**config.mk**
```make
export PLATFORM = sky130hd
export DESIGN_NAME = sync_len_sum_frame_deframer_flat
export DESIGN_NICKNAME = d
export VERILOG_FILES = /design/src/design/dfm_pkg.sv /design/src/design/dfm_in_if.sv /design/src/design/dfm_out_if.sv /design/src/design/dfm_dp.sv /design/src/design/dfm_ctrl.sv /design/src/design/sync_len_sum_frame_deframer.sv /design/src/flat_wrapper.sv
export SDC_FILE = /design/constraint.sdc
export NUM_CORES = 1
export LEC_CHECK = 0
export ABC_AREA = 1
export BUFFER_PORTS_ARGS = -buffer_cell sky130_fd_sc_hd__buf_2
export CAP_MARGIN = 15
export CORE_UTILIZATION = 47
export CTS_BUF_LIST = sky130_fd_sc_hd__clkbuf_4 sky130_fd_sc_hd__clkbuf_8
export CTS_CLUSTER_DIAMETER = 120
export DETAILED_ROUTE_END_ITERATION = 8
export PLACE_DENSITY = 0.69
export SLEW_MARGIN = 40
export SYNTH_ARGS = -nofsm -noshare
export SYNTH_HDL_FRONTEND = slang
export SYNTH_SLANG_ARGS = --single-unit
export TNS_END_PERCENT = 5
```
**constraint.sdc**
```tcl
create_clock -name clk -period 1.9 [get_ports clk]
set_input_delay 0.285 -clock clk [delete_from_list [all_inputs] [get_ports clk]]
set_output_delay 0.285 -clock clk [all_outputs]
set_load 0.02 [all_outputs]
```
**src/design/dfm_pkg.sv**
```systemverilog
// Shared types and constants for the sync/length/checksum frame deframer.
// Used by the result channel interface, the controller, the datapath and the top level.
// No dependencies.
package dfm_pkg;

  // Longest allowed frame: sync, command, length, payload and checksum.
  localparam int MAX_FRAME_BYTES = 64;
  localparam int HDR_BYTES       = 3;
  // Longest payload that still fits in a frame.
  localparam int PAY_MAX         = MAX_FRAME_BYTES - HDR_BYTES - 1;
  // Width of the length and index counters, and of the store address.
  localparam int LEN_W           = $clog2(PAY_MAX + 1);
  localparam int MEM_AW          = (PAY_MAX > 1) ? $clog2(PAY_MAX) : 1;

  localparam logic [7:0] IDLE_BYTE  = 8'hFF;
  localparam logic [7:0] CMD_LOW    = 8'h01;
  localparam logic [7:0] CMD_HIGH   = 8'h06;
  localparam logic [7:0] SYNC_RESET = 8'hA5;

  // Field widths of the result word.
  localparam int EVENT_W = 3;
  localparam int COUNT_W = 6;

  typedef enum logic [EVENT_W-1:0] {
    EV_DATA     = 3'd0,
    EV_BAD_SYNC = 3'd1,
    EV_BAD_CMD  = 3'd2,
    EV_BAD_LEN  = 3'd3,
    EV_BAD_SUM  = 3'd4
  } dfm_event_t;

  // Commands from the controller to the datapath.
  typedef struct packed {
    logic       open_frame;  // load running sum with sync, start a frame
    logic       add_byte;    // add the incoming byte to the running sum
    logic       store_cmd;   // capture the command byte
    logic       store_len;   // capture the length byte, clear the fill index
    logic       store_pay;   // write a payload byte, advance the fill index
    logic       load_err;    // load an error result into the output register
    dfm_event_t err_code;
    logic       load_empty;  // load the empty-frame result
    logic       clr_rd;      // restart the payload read index
    logic       inc_rd;      // advance the payload read index
    logic       load_data;   // read the store and load a data result
  } dfm_cmd_t;

  // Status from the datapath to the controller.
  typedef struct packed {
    logic is_sync;      // incoming byte equals the sync value
    logic is_idle;      // incoming byte is the idle byte
    logic cmd_ok;       // incoming byte is a valid command
    logic len_bad;      // incoming length makes the frame too long
    logic len_zero;     // incoming length is zero
    logic pay_done;     // the incoming payload byte is the frame's last
    logic sum_ok;       // incoming byte matches the running sum
    logic frame_empty;  // stored frame length is zero
    logic out_last;     // the held result ends its run
  } dfm_stat_t;

endpackage

```
**src/design/dfm_in_if.sv**
```systemverilog
// Input channel: one received byte per word, valid/ready handshake.
// Depends on nothing but the port width of the byte.
interface dfm_in_if;
  logic       valid;
  logic       ready;
  logic [7:0] rx_byte;

  modport source (output valid, output rx_byte, input ready);
  modport sink (input valid, input rx_byte, output ready);
endinterface

```
**src/design/dfm_out_if.sv**
```systemverilog
// Result channel: one frame data or event word per handshake.
// Depends on dfm_pkg for the field widths.
interface dfm_out_if;
  logic                        valid;
  logic                        ready;
  logic [dfm_pkg::EVENT_W-1:0] event_res;
  logic [7:0]                  command_code;
  logic [dfm_pkg::COUNT_W-1:0] payload_count;
  logic [7:0]                  payload_value;
  logic [dfm_pkg::COUNT_W-1:0] byte_position;
  logic                        last_of_run;

  modport source (
    output valid, output event_res, output command_code, output payload_count,
    output payload_value, output byte_position, output last_of_run, input ready
  );
  modport sink (
    input valid, input event_res, input command_code, input payload_count,
    input payload_value, input byte_position, input last_of_run, output ready
  );
endinterface

```
**src/design/dfm_dp.sv**
```systemverilog
// Deframer datapath: sync register, running sum, frame fields, payload store
// and the result register. Depends on dfm_pkg; driven by dfm_ctrl.
module dfm_dp (
  input  logic                        clk,
  input  logic                        rst_n,
  input  logic                        cfg_we,
  input  logic [7:0]                  cfg_wdata,
  input  logic [7:0]                  rx_byte,
  input  dfm_pkg::dfm_cmd_t           cmd,
  output dfm_pkg::dfm_stat_t          stat,
  output logic [dfm_pkg::EVENT_W-1:0] event_res,
  output logic [7:0]                  command_code,
  output logic [dfm_pkg::COUNT_W-1:0] payload_count,
  output logic [7:0]                  payload_value,
  output logic [dfm_pkg::COUNT_W-1:0] byte_position,
  output logic                        last_of_run
);

  localparam int EXT_W = dfm_pkg::LEN_W + dfm_pkg::COUNT_W;

  logic [7:0]                sync_r;
  logic [7:0]                sum_r, sum_nxt;
  logic [7:0]                cmd_r;
  logic [dfm_pkg::LEN_W-1:0] len_r;
  logic [dfm_pkg::LEN_W-1:0] wr_idx_r;
  logic [dfm_pkg::LEN_W-1:0] rd_idx_r;

  logic [7:0] mem [dfm_pkg::PAY_MAX];
  logic [7:0] rd_q_r;

  logic [dfm_pkg::EVENT_W-1:0] out_event_r;
  logic [7:0]                  out_cmd_r;
  logic [dfm_pkg::COUNT_W-1:0] out_count_r;
  logic [dfm_pkg::COUNT_W-1:0] out_pos_r;
  logic                        out_last_r;
  logic                        out_mem_r;

  logic [dfm_pkg::LEN_W:0] wr_next;
  logic [dfm_pkg::LEN_W:0] rd_next;
  logic [EXT_W-1:0]        len_ext;
  logic [EXT_W-1:0]        pos_ext;

  assign wr_next = {1'b0, wr_idx_r} + 1'b1;
  assign rd_next = {1'b0, rd_idx_r} + 1'b1;
  assign len_ext = EXT_W'(len_r);
  assign pos_ext = EXT_W'(rd_idx_r);
  assign sum_nxt = sum_r + rx_byte;

  // Status on the incoming byte and the stored frame.
  always_comb begin
    stat.is_sync     = (rx_byte == sync_r);
    stat.is_idle     = (rx_byte == dfm_pkg::IDLE_BYTE);
    stat.cmd_ok      = (rx_byte >= dfm_pkg::CMD_LOW) && (rx_byte <= dfm_pkg::CMD_HIGH);
    stat.len_bad     = ({1'b0, rx_byte} > 9'(dfm_pkg::PAY_MAX));
    stat.len_zero    = (rx_byte == 8'd0);
    stat.pay_done    = (wr_next == {1'b0, len_r});
    stat.sum_ok      = (rx_byte == sum_r);
    stat.frame_empty = (len_r == '0);
    stat.out_last    = out_last_r;
  end

  // Sync register, running sum, frame fields and the two store indexes.
  always_ff @(posedge clk) begin
    if (!rst_n) begin
      sync_r   <= dfm_pkg::SYNC_RESET;
      sum_r    <= '0;
      cmd_r    <= '0;
      len_r    <= '0;
      wr_idx_r <= '0;
      rd_idx_r <= '0;
    end else begin
      if (cfg_we) begin
        sync_r <= cfg_wdata;
      end
      if (cmd.open_frame) begin
        sum_r <= sync_r;
        len_r <= '0;
      end else if (cmd.add_byte) begin
        sum_r <= sum_nxt;
      end
      if (cmd.store_cmd) begin
        cmd_r <= rx_byte;
      end
      if (cmd.store_len) begin
        len_r    <= rx_byte[dfm_pkg::LEN_W-1:0];
        wr_idx_r <= '0;
      end else if (cmd.store_pay) begin
        wr_idx_r <= wr_next[dfm_pkg::LEN_W-1:0];
      end
      if (cmd.clr_rd) begin
        rd_idx_r <= '0;
      end else if (cmd.inc_rd) begin
        rd_idx_r <= rd_next[dfm_pkg::LEN_W-1:0];
      end
    end
  end

  // Payload store: one write port, one registered read port.
  always_ff @(posedge clk) begin
    if (cmd.store_pay) begin
      mem[wr_idx_r[dfm_pkg::MEM_AW-1:0]] <= rx_byte;
    end
    if (cmd.load_data) begin
      rd_q_r <= mem[rd_idx_r[dfm_pkg::MEM_AW-1:0]];
    end
  end

  // Result register, loaded for an error, an empty frame or a data word.
  always_ff @(posedge clk) begin
    if (cmd.load_err) begin
      out_event_r <= cmd.err_code;
      out_cmd_r   <= '0;
      out_count_r <= '0;
      out_pos_r   <= '0;
      out_last_r  <= 1'b1;
      out_mem_r   <= 1'b0;
    end else if (cmd.load_empty) begin
      out_event_r <= dfm_pkg::EV_DATA;
      out_cmd_r   <= cmd_r;
      out_count_r <= '0;
      out_pos_r   <= '0;
      out_last_r  <= 1'b1;
      out_mem_r   <= 1'b0;
    end else if (cmd.load_data) begin
      out_event_r <= dfm_pkg::EV_DATA;
      out_cmd_r   <= cmd_r;
      out_count_r <= len_ext[dfm_pkg::COUNT_W-1:0];
      out_pos_r   <= pos_ext[dfm_pkg::COUNT_W-1:0];
      out_last_r  <= (rd_next == {1'b0, len_r});
      out_mem_r   <= 1'b1;
    end
  end

  assign event_res     = out_event_r;
  assign command_code  = out_cmd_r;
  assign payload_count = out_count_r;
  assign payload_value = out_mem_r ? rd_q_r : 8'd0;
  assign byte_position = out_pos_r;
  assign last_of_run   = out_last_r;

endmodule

```
**src/design/dfm_ctrl.sv**
```systemverilog
// Deframer controller: parse-phase state machine and result sequencing.
// Depends on dfm_pkg; drives dfm_dp through command and status structs.
module dfm_ctrl (
  input  logic                clk,
  input  logic                rst_n,
  input  logic                in_valid,
  output logic                in_ready,
  output logic                out_valid,
  input  logic                out_ready,
  input  dfm_pkg::dfm_stat_t  stat,
  output dfm_pkg::dfm_cmd_t   cmd
);

  typedef enum logic [2:0] {
    ST_SYNC,
    ST_CMD,
    ST_LEN,
    ST_PAY,
    ST_SUM,
    ST_READ,
    ST_SEND
  } state_t;

  state_t state_r, state_nxt;
  logic   ret_cmd_r, ret_cmd_nxt;
  logic   out_valid_r, out_valid_nxt;
  logic   in_fire;
  logic   out_fire;

  assign in_ready  = (state_r == ST_SYNC) || (state_r == ST_CMD) || (state_r == ST_LEN) ||
                     (state_r == ST_PAY) || (state_r == ST_SUM);
  assign in_fire   = in_valid && in_ready;
  assign out_valid = out_valid_r;
  assign out_fire  = out_valid_r && out_ready;

  // Next state and datapath commands.
  always_comb begin
    state_nxt     = state_r;
    ret_cmd_nxt   = ret_cmd_r;
    out_valid_nxt = out_valid_r;
    cmd           = '0;
    cmd.err_code  = dfm_pkg::EV_DATA;

    unique case (state_r)
      ST_SYNC: begin
        if (in_fire) begin
          if (stat.is_sync) begin
            cmd.open_frame = 1'b1;
            state_nxt      = ST_CMD;
          end else if (!stat.is_idle) begin
            cmd.load_err  = 1'b1;
            cmd.err_code  = dfm_pkg::EV_BAD_SYNC;
            ret_cmd_nxt   = 1'b0;
            out_valid_nxt = 1'b1;
            state_nxt     = ST_SEND;
          end
        end
      end
      ST_CMD: begin
        if (in_fire) begin
          if (stat.cmd_ok) begin
            cmd.add_byte  = 1'b1;
            cmd.store_cmd = 1'b1;
            state_nxt     = ST_LEN;
          end else begin
            // A bad command that equals sync opens a new frame right away.
            cmd.open_frame = stat.is_sync;
            cmd.load_err   = 1'b1;
            cmd.err_code   = dfm_pkg::EV_BAD_CMD;
            ret_cmd_nxt    = stat.is_sync;
            out_valid_nxt  = 1'b1;
            state_nxt      = ST_SEND;
          end
        end
      end
      ST_LEN: begin
        if (in_fire) begin
          if (stat.len_bad) begin
            cmd.load_err  = 1'b1;
            cmd.err_code  = dfm_pkg::EV_BAD_LEN;
            ret_cmd_nxt   = 1'b0;
            out_valid_nxt = 1'b1;
            state_nxt     = ST_SEND;
          end else begin
            cmd.add_byte  = 1'b1;
            cmd.store_len = 1'b1;
            state_nxt     = stat.len_zero ? ST_SUM : ST_PAY;
          end
        end
      end
      ST_PAY: begin
        if (in_fire) begin
          cmd.add_byte  = 1'b1;
          cmd.store_pay = 1'b1;
          if (stat.pay_done) begin
            state_nxt = ST_SUM;
          end
        end
      end
      ST_SUM: begin
        if (in_fire) begin
          ret_cmd_nxt = 1'b0;
          if (!stat.sum_ok) begin
            cmd.load_err  = 1'b1;
            cmd.err_code  = dfm_pkg::EV_BAD_SUM;
            out_valid_nxt = 1'b1;
            state_nxt     = ST_SEND;
          end else if (stat.frame_empty) begin
            cmd.load_empty = 1'b1;
            out_valid_nxt  = 1'b1;
            state_nxt      = ST_SEND;
          end else begin
            cmd.clr_rd = 1'b1;
            state_nxt  = ST_READ;
          end
        end
      end
      ST_READ: begin
        // Store read and result load for the current payload index.
        cmd.load_data = 1'b1;
        out_valid_nxt = 1'b1;
        state_nxt     = ST_SEND;
      end
      ST_SEND: begin
        if (out_fire) begin
          out_valid_nxt = 1'b0;
          if (stat.out_last) begin
            state_nxt = ret_cmd_r ? ST_CMD : ST_SYNC;
          end else begin
            cmd.inc_rd = 1'b1;
            state_nxt  = ST_READ;
          end
        end
      end
      default: begin
        state_nxt     = ST_SYNC;
        out_valid_nxt = 1'b0;
      end
    endcase
  end

  // State and registered outputs.
  always_ff @(posedge clk) begin
    if (!rst_n) begin
      state_r     <= ST_SYNC;
      ret_cmd_r   <= 1'b0;
      out_valid_r <= 1'b0;
    end else begin
      state_r     <= state_nxt;
      ret_cmd_r   <= ret_cmd_nxt;
      out_valid_r <= out_valid_nxt;
    end
  end

endmodule

```
**src/design/sync_len_sum_frame_deframer.sv**
```systemverilog
// Top level of the frame deframer: joins the channels, the controller and
// the datapath. Depends on dfm_pkg, dfm_in_if, dfm_out_if, dfm_ctrl, dfm_dp.
//
// Recovers frames of sync, command (1 to 6), length, payload and an 8-bit
// additive checksum from a byte stream, one byte per word on in_ch. While
// parsing, a byte is taken every cycle. A byte that raises an error holds
// the input until its single event word has been taken on out_ch. After a
// good checksum the payload is read back from the on-chip store, one byte
// per read; store read and result load happen together, each data word is
// held until taken, and the input waits until the whole run has been
// delivered. An empty frame gives one data word with a zero count. The
// store needs no clearing after reset, and the sync byte (cfg_wdata on
// cfg_we, reset 0xA5) may be written at any time the block is idle.
module sync_len_sum_frame_deframer (
  input  logic       clk,
  input  logic       rst_n,
  input  logic       cfg_we,
  input  logic [7:0] cfg_wdata,
  dfm_in_if.sink     in_ch,
  dfm_out_if.source  out_ch
);

  dfm_pkg::dfm_cmd_t  cmd;
  dfm_pkg::dfm_stat_t stat;

  dfm_ctrl u_ctrl (
    .clk       (clk),
    .rst_n     (rst_n),
    .in_valid  (in_ch.valid),
    .in_ready  (in_ch.ready),
    .out_valid (out_ch.valid),
    .out_ready (out_ch.ready),
    .stat      (stat),
    .cmd       (cmd)
  );

  dfm_dp u_dp (
    .clk           (clk),
    .rst_n         (rst_n),
    .cfg_we        (cfg_we),
    .cfg_wdata     (cfg_wdata),
    .rx_byte       (in_ch.rx_byte),
    .cmd           (cmd),
    .stat          (stat),
    .event_res     (out_ch.event_res),
    .command_code  (out_ch.command_code),
    .payload_count (out_ch.payload_count),
    .payload_value (out_ch.payload_value),
    .byte_position (out_ch.byte_position),
    .last_of_run   (out_ch.last_of_run)
  );

endmodule
```
**src/flat_wrapper.sv**
```systemverilog
// flat-port wrapper written by rule: the top's interface ports become plain ports
module sync_len_sum_frame_deframer_flat 
  (clk, rst_n, cfg_we, cfg_wdata, in_ch_valid, in_ch_rx_byte, in_ch_ready, out_ch_valid, out_ch_event_res, out_ch_command_code, out_ch_payload_count, out_ch_payload_value, out_ch_byte_position, out_ch_last_of_run, out_ch_ready);
  dfm_in_if in_ch_i ();
  dfm_out_if out_ch_i ();
  input  logic clk;
  input  logic rst_n;
  input  logic cfg_we;
  input  logic [7:0] cfg_wdata;
  input wire logic [$bits(in_ch_i.valid)-1:0] in_ch_valid;
  input wire logic [$bits(in_ch_i.rx_byte)-1:0] in_ch_rx_byte;
  output wire logic [$bits(in_ch_i.ready)-1:0] in_ch_ready;
  output wire logic [$bits(out_ch_i.valid)-1:0] out_ch_valid;
  output wire logic [$bits(out_ch_i.event_res)-1:0] out_ch_event_res;
  output wire logic [$bits(out_ch_i.command_code)-1:0] out_ch_command_code;
  output wire logic [$bits(out_ch_i.payload_count)-1:0] out_ch_payload_count;
  output wire logic [$bits(out_ch_i.payload_value)-1:0] out_ch_payload_value;
  output wire logic [$bits(out_ch_i.byte_position)-1:0] out_ch_byte_position;
  output wire logic [$bits(out_ch_i.last_of_run)-1:0] out_ch_last_of_run;
  input wire logic [$bits(out_ch_i.ready)-1:0] out_ch_ready;
  assign in_ch_i.valid = in_ch_valid;
  assign in_ch_i.rx_byte = in_ch_rx_byte;
  assign in_ch_ready = in_ch_i.ready;
  assign out_ch_valid = out_ch_i.valid;
  assign out_ch_event_res = out_ch_i.event_res;
  assign out_ch_command_code = out_ch_i.command_code;
  assign out_ch_payload_count = out_ch_i.payload_count;
  assign out_ch_payload_value = out_ch_i.payload_value;
  assign out_ch_byte_position = out_ch_i.byte_position;
  assign out_ch_last_of_run = out_ch_i.last_of_run;
  assign out_ch_i.ready = out_ch_ready;
  sync_len_sum_frame_deframer u_core (.clk(clk), .rst_n(rst_n), .cfg_we(cfg_we), .cfg_wdata(cfg_wdata), .in_ch(in_ch_i), .out_ch(out_ch_i));
endmodule
```
Word-level counts from Yosys, hierarchy flattened
Memories as Yosys holds them, arrays and structs flattened. A register that Yosys moved wholly into a read port is not among the register bits.
Index checks and enable logic that the tools add are counted.
{ "word_totals": {"wordCells": 150, "inputBits": 21, "ramBits": 480, "reg_bits": 72, "n_memories": 1} }
{ "memory_table": {"columns": ["memory", "depth", "word_bits", "read_ports", "rd_clocked_by_memory_dff", "write_ports", "line_no", "text"], "rows": [
  ["u_core.u_dp.mem", 60, 8, 1, 1, 1, "dfm_dp.sv:28", "logic [7:0] mem [dfm_pkg::PAY_MAX];"]
]} }
{ "op_classes": {"eq_ne": 24, "order_cmp": 3, "reduce_logical": 21, "n_addsub": 3, "n_bitwise": 2, "mux": 81} }
{ "op_table": {"columns": ["op", "count"], "rows": [
  ["2-to-1 mux 3 bit", 18],
  ["2-to-1 mux 8 bit", 5],
  ["2-to-1 mux 1 bit", 37],
  ["2-to-1 mux 4 bit", 8],
  ["one-hot mux 3 bit (7 select lines)", 1],
  ["2-to-1 mux 6 bit", 3],
  ["inequality test 2 bit (second input constant)", 9],
  ["equality test 8 bit", 2],
  ["one-hot mux 4 bit (4 select lines)", 1],
  ["adder 6 x 1 -> 7 bit (second input constant)", 2],
  ["equality test 7 x 6 -> 1 bit", 2],
  ["AND reduction 11 bit", 1],
  ["equality test 3 bit (second input constant)", 3],
  ["AND reduction 9 bit", 1],
  ["adder 8 bit", 1],
  ["equality test 8 bit (second input constant)", 1],
  [">= comparator 8 x 1 -> 1 bit (second input constant)", 1],
  ["> comparator 8 x 6 -> 1 bit (second input constant)", 1],
  ["less-or-equal comparator 8 x 3 -> 1 bit (second input constant)", 1],
  ["logical NOT 8 bit", 1],
  ["2-to-1 mux 2 bit", 4],
  ["AND reduction 8 bit", 1],
  ["one-hot mux 1 bit (7 select lines)", 1],
  ["equality test 3 x 2 -> 1 bit (second input constant)", 2],
  ["other kinds (16)", 27]
]} }

Longest topological paths before layout
{ "depth": {"depth_word": 10, "mapped_depth": 14} }

Cells and area by module
Synthesis repeated with hierarchy kept, for this count alone.
{ "unflattened": {"hier_cells": 2287, "hier_area_um2": 23929.2} }
{ "modules_own_cells": {"columns": ["mod", "cells_each", "n_inst", "area_each_um2", "seq_area_each_um2"], "rows": [
  ["dfm_dp", 2159, 1, 23247.3, 16025.4],
  ["dfm_ctrl", 128, 1, 681.9, 100.1]
]} }

Least setup slack after synthesis
No wires, ideal clock.
{ "synth_timing": {"kind": "register -> register", "from": "register u_core.u_ctrl.state_r[0]", "to": "memory u_core.u_dp.mem[13][0] (enable)", "n_path_buf": 1, "setup_time_ns": 0.370, "period_less_slack_ns": 2.008, "path_stages_with_launch": 8, "path_slack_ns": -0.108, "arrival_time_ns": 1.638, "cell_sequence": "dfxtp_1 buf_2 nand3_2 nor2_4 inv_2 nor2_4 nand3_1 nor2_1"} }
{ "synth_between": {"elab_chain_len": 10, "word_cells_on_any_way": 14, "classes_between": "eq/ne (4); mux (4); reduce/logical (6)"} }
{ "synth_lines": {"columns": ["element", "line_no", "text"], "rows": [
  ["start, declared", "dfm_ctrl.sv:24", "state_t state_r, state_nxt;"],
  ["start signal, assigned", "dfm_ctrl.sv:149", "state_r <= state_nxt;"],
  ["equality test 3 x 1 -> 1 bit / logical NOT 3 bit (equally long branches)", "dfm_ctrl.sv:30", "assign in_ready = (state_r == ST_SYNC) || (state_r == ST_CMD) || (state_r == ST_LEN) ||"],
  ["logical OR 1 bit (3 in a row)", "dfm_ctrl.sv:30", null],
  ["logical OR 1 bit", "dfm_ctrl.sv:31", "(state_r == ST_PAY) || (state_r == ST_SUM);"],
  ["logical AND 1 bit", "dfm_ctrl.sv:32", "assign in_fire = in_valid && in_ready;"],
  ["2-to-1 mux 1 bit", "dfm_ctrl.sv:92", "if (in_fire) begin"],
  ["2-to-1 mux 1 bit *", "dfm_ctrl.sv:44", "unique case (state_r)"],
  ["2-to-1 mux 1 bit *", "dfm_dp.sv:100", "if (cmd.store_pay) begin"],
  ["2-to-1 mux 1 bit (not written as such) *", "dfm_dp.sv:101", "mem[wr_idx_r[dfm_pkg::MEM_AW-1:0]] <= rx_byte;"],
  ["end, declared", "dfm_dp.sv:28", null]
]} }
Mark *: on every way between the ends. The rest lies on a longest branch, timed or not.

==> flow_summary_export.csv <==
group,metric,value,unit
outcome,status,"finished with violations",
outcome,violations,"negative setup slack",
cells_and_area,layout_commonest_cell,"edfxtp_1",
grt,grt_max_degree,66,
sta,slew_viol_final,0,
floorplanning,start_util,47.6,%
power_and_ir_drop,combPwrFrac,10.5,%
clock_network,ctsHtreeMaxLevel,3,
grt,grt_pass1_wl,94300,microns
yosys,synth_enable_flop_cells,491,
power_and_ir_drop,seqPwrFrac,52.3,%
floorplanning,dieArea,51700,sq um
power_and_ir_drop,peakVddDrop,0.000510,V
cells_and_area,area_growth,19.5,%
critical_path,slowest_delay,400,ps
power_and_ir_drop,p_sw_share,24.9,%
sta,setup_tns,-395,ps
grt,grt_pass1_vias,17100,
sta,finalSetupViolations,7,
floorplanning,die_w,227,microns
routing,num_vias,17700,
routing,routed_via_density,5.51,
sta,rsz0062_at_grt,"true",
worst_hold_path,whs_endpoint,"u_core.u_dp.rd_idx_r[5]$_SDFFE_PP0P_",
power_and_ir_drop,power.internal,19.8,mW
sta,min_period_over_period,106,%
clock_network,cts_tree,"done",
power_and_ir_drop,powerDensity,924,nW/um^2
yosys,synth_flop_cell,"edfxtp_1",
floorplanning,num_rows,82,
yosys,synth_area_leaders,"edfxtp_1, nor2_1, nand2_1",
cells_and_area,final.fill_count,4102,
routing,ant_nets,0,
cells_and_area,antenna_cells,0,
sta,finClkSkew,35.5,ps
sta,hold_viol_final,0,
cells_and_area,final_cell_mix,"edfxtp_1, nor2_1, nand2_1",
clock_network,clkLatencyLatePin,680,ps
clock_network,clock_path_buffers,3,
yosys,syn-instance-count,2226,
yosys,yosys.cell_types.count,45,
worst_hold_path,min_from,"out_ch_ready",
yosys,syn_nets,2257,
critical_path,reg2reg_slack,-110,ps
placement,dp_hpwl,38500,microns
yosys,yosysWarnings,0,
clock_network,cts_root_buffer,"clkbuf_8",
worst_hold_path,worstHoldPathCells,3,
flow_run,maxCapViolations,0,
cells_and_area,final_nets,2505,
grt,antenna_found_initial,0,
routing,drc,0,
critical_path,cp_cell_sequence,"buf_6 > buf_4 > clkbuf_16 > o21ai_0 > o22ai_1 > nor2_1 > nor2_2 > o21ai_2 > nand2_4",
sta,fin_crit,2010,ps
yosys,synth_seq_cells,560,
yosys,yosysTopAreaCell,"edfxtp_1",
sta,layout_setup_ws,-107,ps
clock_network,numCtsBuffers,89,
critical_path,required,2310,ps
placement,gp_congestion,0.894,
routing,dr.pass1.iters,9,
critical_path,cp_slowest_cell,"dfxtp_4",
sta,fmax,0.498,GHz
cells_and_area,drive_above_1_share,21.2,%
floorplanning,boundaryPins,55,
power_and_ir_drop,leakage,10.6,nW
grt,grtUsageTotal,24.0,%
critical_path,crit_buf_inv,3,
critical_path,startpoint_type,"register",
critical_path,endpoint_kind,"register",
critical_path,cp_top_family,"compound AO/OA/AOI/OAI gates",
critical_path,r2r-start,"u_core.u_dp.rd_idx_r[0]$_SDFFE_PP0P_",
routing,dr.first_iter.drc_count,1715,
floorplanning,die_h,227,microns
critical_path,reg2reg_depth,9,
yosys,synth-async-reset-ratio,0,%
power_and_ir_drop,pwr-share-clk,37.2,%
critical_path,cp_data_arrival_time,2420,ps
critical_path,crit_type,"register to register",
placement,portBuffers,54,
critical_path,critPathMaxFanout,16,
worst_hold_path,hp-class,"primary input to register",
routing,routed_wl,63000,microns
placement,place_ws,-160,ps
clock_network,cts.clk_slew.worst_paths,60,ps
yosys,ys_seq_area_share,67.6,%
sta,slew_headroom,44.3,%
grt,globalRouteOverflowTotal,0,
critical_path,r2r_end,"u_core.u_dp.rd_q_r[0]$_DFFE_PP_",
sta,worst_pin_slew,836,ps
floorplanning,core,50200,sq um
clock_network,cts_sinks,560,
power_and_ir_drop,p_sw,6.56,mW
yosys,syn-cell-area,23900,sq um
yosys,avgSynthCellArea,10.7,sq um
yosys,yosys.area.top_type_share,61.8,%
routing,wire_per_inst,19.6,microns
==> worst min-delay path, stage by stage <==
cell	delay [ps]
buf_2	110
nand3_2	160
a211oi_1	100
==> cell families after synthesis <==
kind of cell / Yosys count / synth area share [%]
AOI/OAI and AO/OA: 451 / 10.1
xor gates and xnor gates: 19 / 0.697
adders and majority gates: 10 / 0.556
buffers and inverters: 211 / 4.07
DFF: 560 / 67.6
and+or+nand+nor: 975 / 17.0
==> synth_stat cells (all sizes together), types with 2 or more instances <==
cell    number
nand3b       2
ha           9
inv         88
a21boi       2
o21ai      292
edfxtp     491
clkbuf      52
a21oi       56
xor2        13
nand3      111
nand4       11
o221ai       4
o211ai       9
nor3         5
nand2      414
nor2       430
xnor2        6
dfxtp       69
o22ai       85
buf         70
==> metal layers <==
metal / vias up / global-route usage, % / routed length (microns)
met5: - / 0 / 0
met4: 0 / 10.1 / 2240
met3: 139 / 4.67 / 4760
met2: 729 / 38.9 / 30000
met1: 8545 / 31.6 / 26000
li1: 8276 / - / -
==> state kept, by name, summed over array words and instances (netlist names), 3 cells and up <==
| name | cells |
|---|---|
| u_core.u_dp.mem | 480 |
| u_core.u_dp.cmd_r | 8 |
| u_core.u_dp.command_code | 8 |
| u_core.u_dp.rd_q_r | 8 |
| u_core.u_dp.sum_r | 8 |
| u_core.u_dp.sync_r | 8 |
| u_core.u_dp.byte_position | 6 |
| u_core.u_dp.len_r | 6 |
| u_core.u_dp.payload_count | 6 |
| u_core.u_dp.rd_idx_r | 6 |
| u_core.u_dp.wr_idx_r | 6 |
| u_core.u_ctrl.state_r | 3 |
| u_core.u_dp.event_res | 3 |
==> repair_timing <==
item,4_1_cts,5_1_grt
hold buffers,16,0
endpoints found under the hold margin,13,0
setup endpoints to repair,10,110
gates cloned,0,6
gates resized for setup,26,134
buffers inserted,0,5
pin swaps,0,16
==> through the flow <==
stage | power [mW] | hold WS, ps | utilization (%) | cell area, sq um | instances
3_3_place_gp | 16.6 | 432 | 52.0 | 26100 | 3028
3_5_place_dp | 16.7 | 436 | 52.0 | 26100 | 3028
6_report | 26.4 | 42.6 | 56.9 | 28500 | 3210
5_1_grt | 27.4 | 54.5 | 56.9 | 28500 | 3210
2_1_floorplan | 15.7 | 384 | - | 23900 | 2226
4_1_cts | 26.4 | 25.4 | 55.8 | 28000 | 3199
==> worst max path at each step <==
stage | startpoint | cells past startpoint | end | slack, ps
6_report | u_core.u_dp.rd_idx_r[0]$_SDFFE_PP0P_ | 9 | u_core.u_dp.rd_q_r[0]$_DFFE_PP_ | -110
2_1_floorplan | u_core.u_ctrl.state_r[0]$_SDFFE_PN0P_ | 7 | u_core.u_dp.mem[13][0]$_DFFE_PP_ | -110
3_3_place_gp | in_ch_rx_byte[1] | 11 | u_core.u_dp.event_res[2]$_SDFFCE_PN0P_ | -160
5_1_grt | u_core.u_dp.rd_idx_r[0]$_SDFFE_PP0P_ | 9 | u_core.u_dp.rd_q_r[0]$_DFFE_PP_ | -150
3_5_place_dp | in_ch_rx_byte[1] | 12 | u_core.u_dp.command_code[5]$_SDFFE_PP0P_ | -160
4_1_cts | u_core.u_dp.rd_idx_r[0]$_SDFFE_PP0P_ | 10 | u_core.u_dp.rd_q_r[0]$_DFFE_PP_ | -20
==> layout make-up <==
cell class / instances / area, sq um / area share, %
Timing Repair Buffer: 277 / 2350 / 8.22
Sequential cell: 560 / 16100 / 56.6
Clock inverter: 34 / 196 / 0.689
Multi-Input combinational cell: 1455 / 7150 / 25.1
Tap cell: 672 / 841 / 2.95
Inverter: 89 / 352 / 1.23
Timing Repair inverter: 2 / 17.5 / 0.0614
Clock buffer: 121 / 1480 / 5.20
==> power by group through the flow <==
stage,Sequential [mW],Combinational (mW),Clock (mW)
CTS,13.8,2.67,9.93
detailed placement,14.0,2.61,0
finish,13.8,2.77,9.80
global route,13.8,3.05,10.5
floorplan,14.2,1.47,0
global placement,14.0,2.59,0
(Power assumes the default switching activity.)
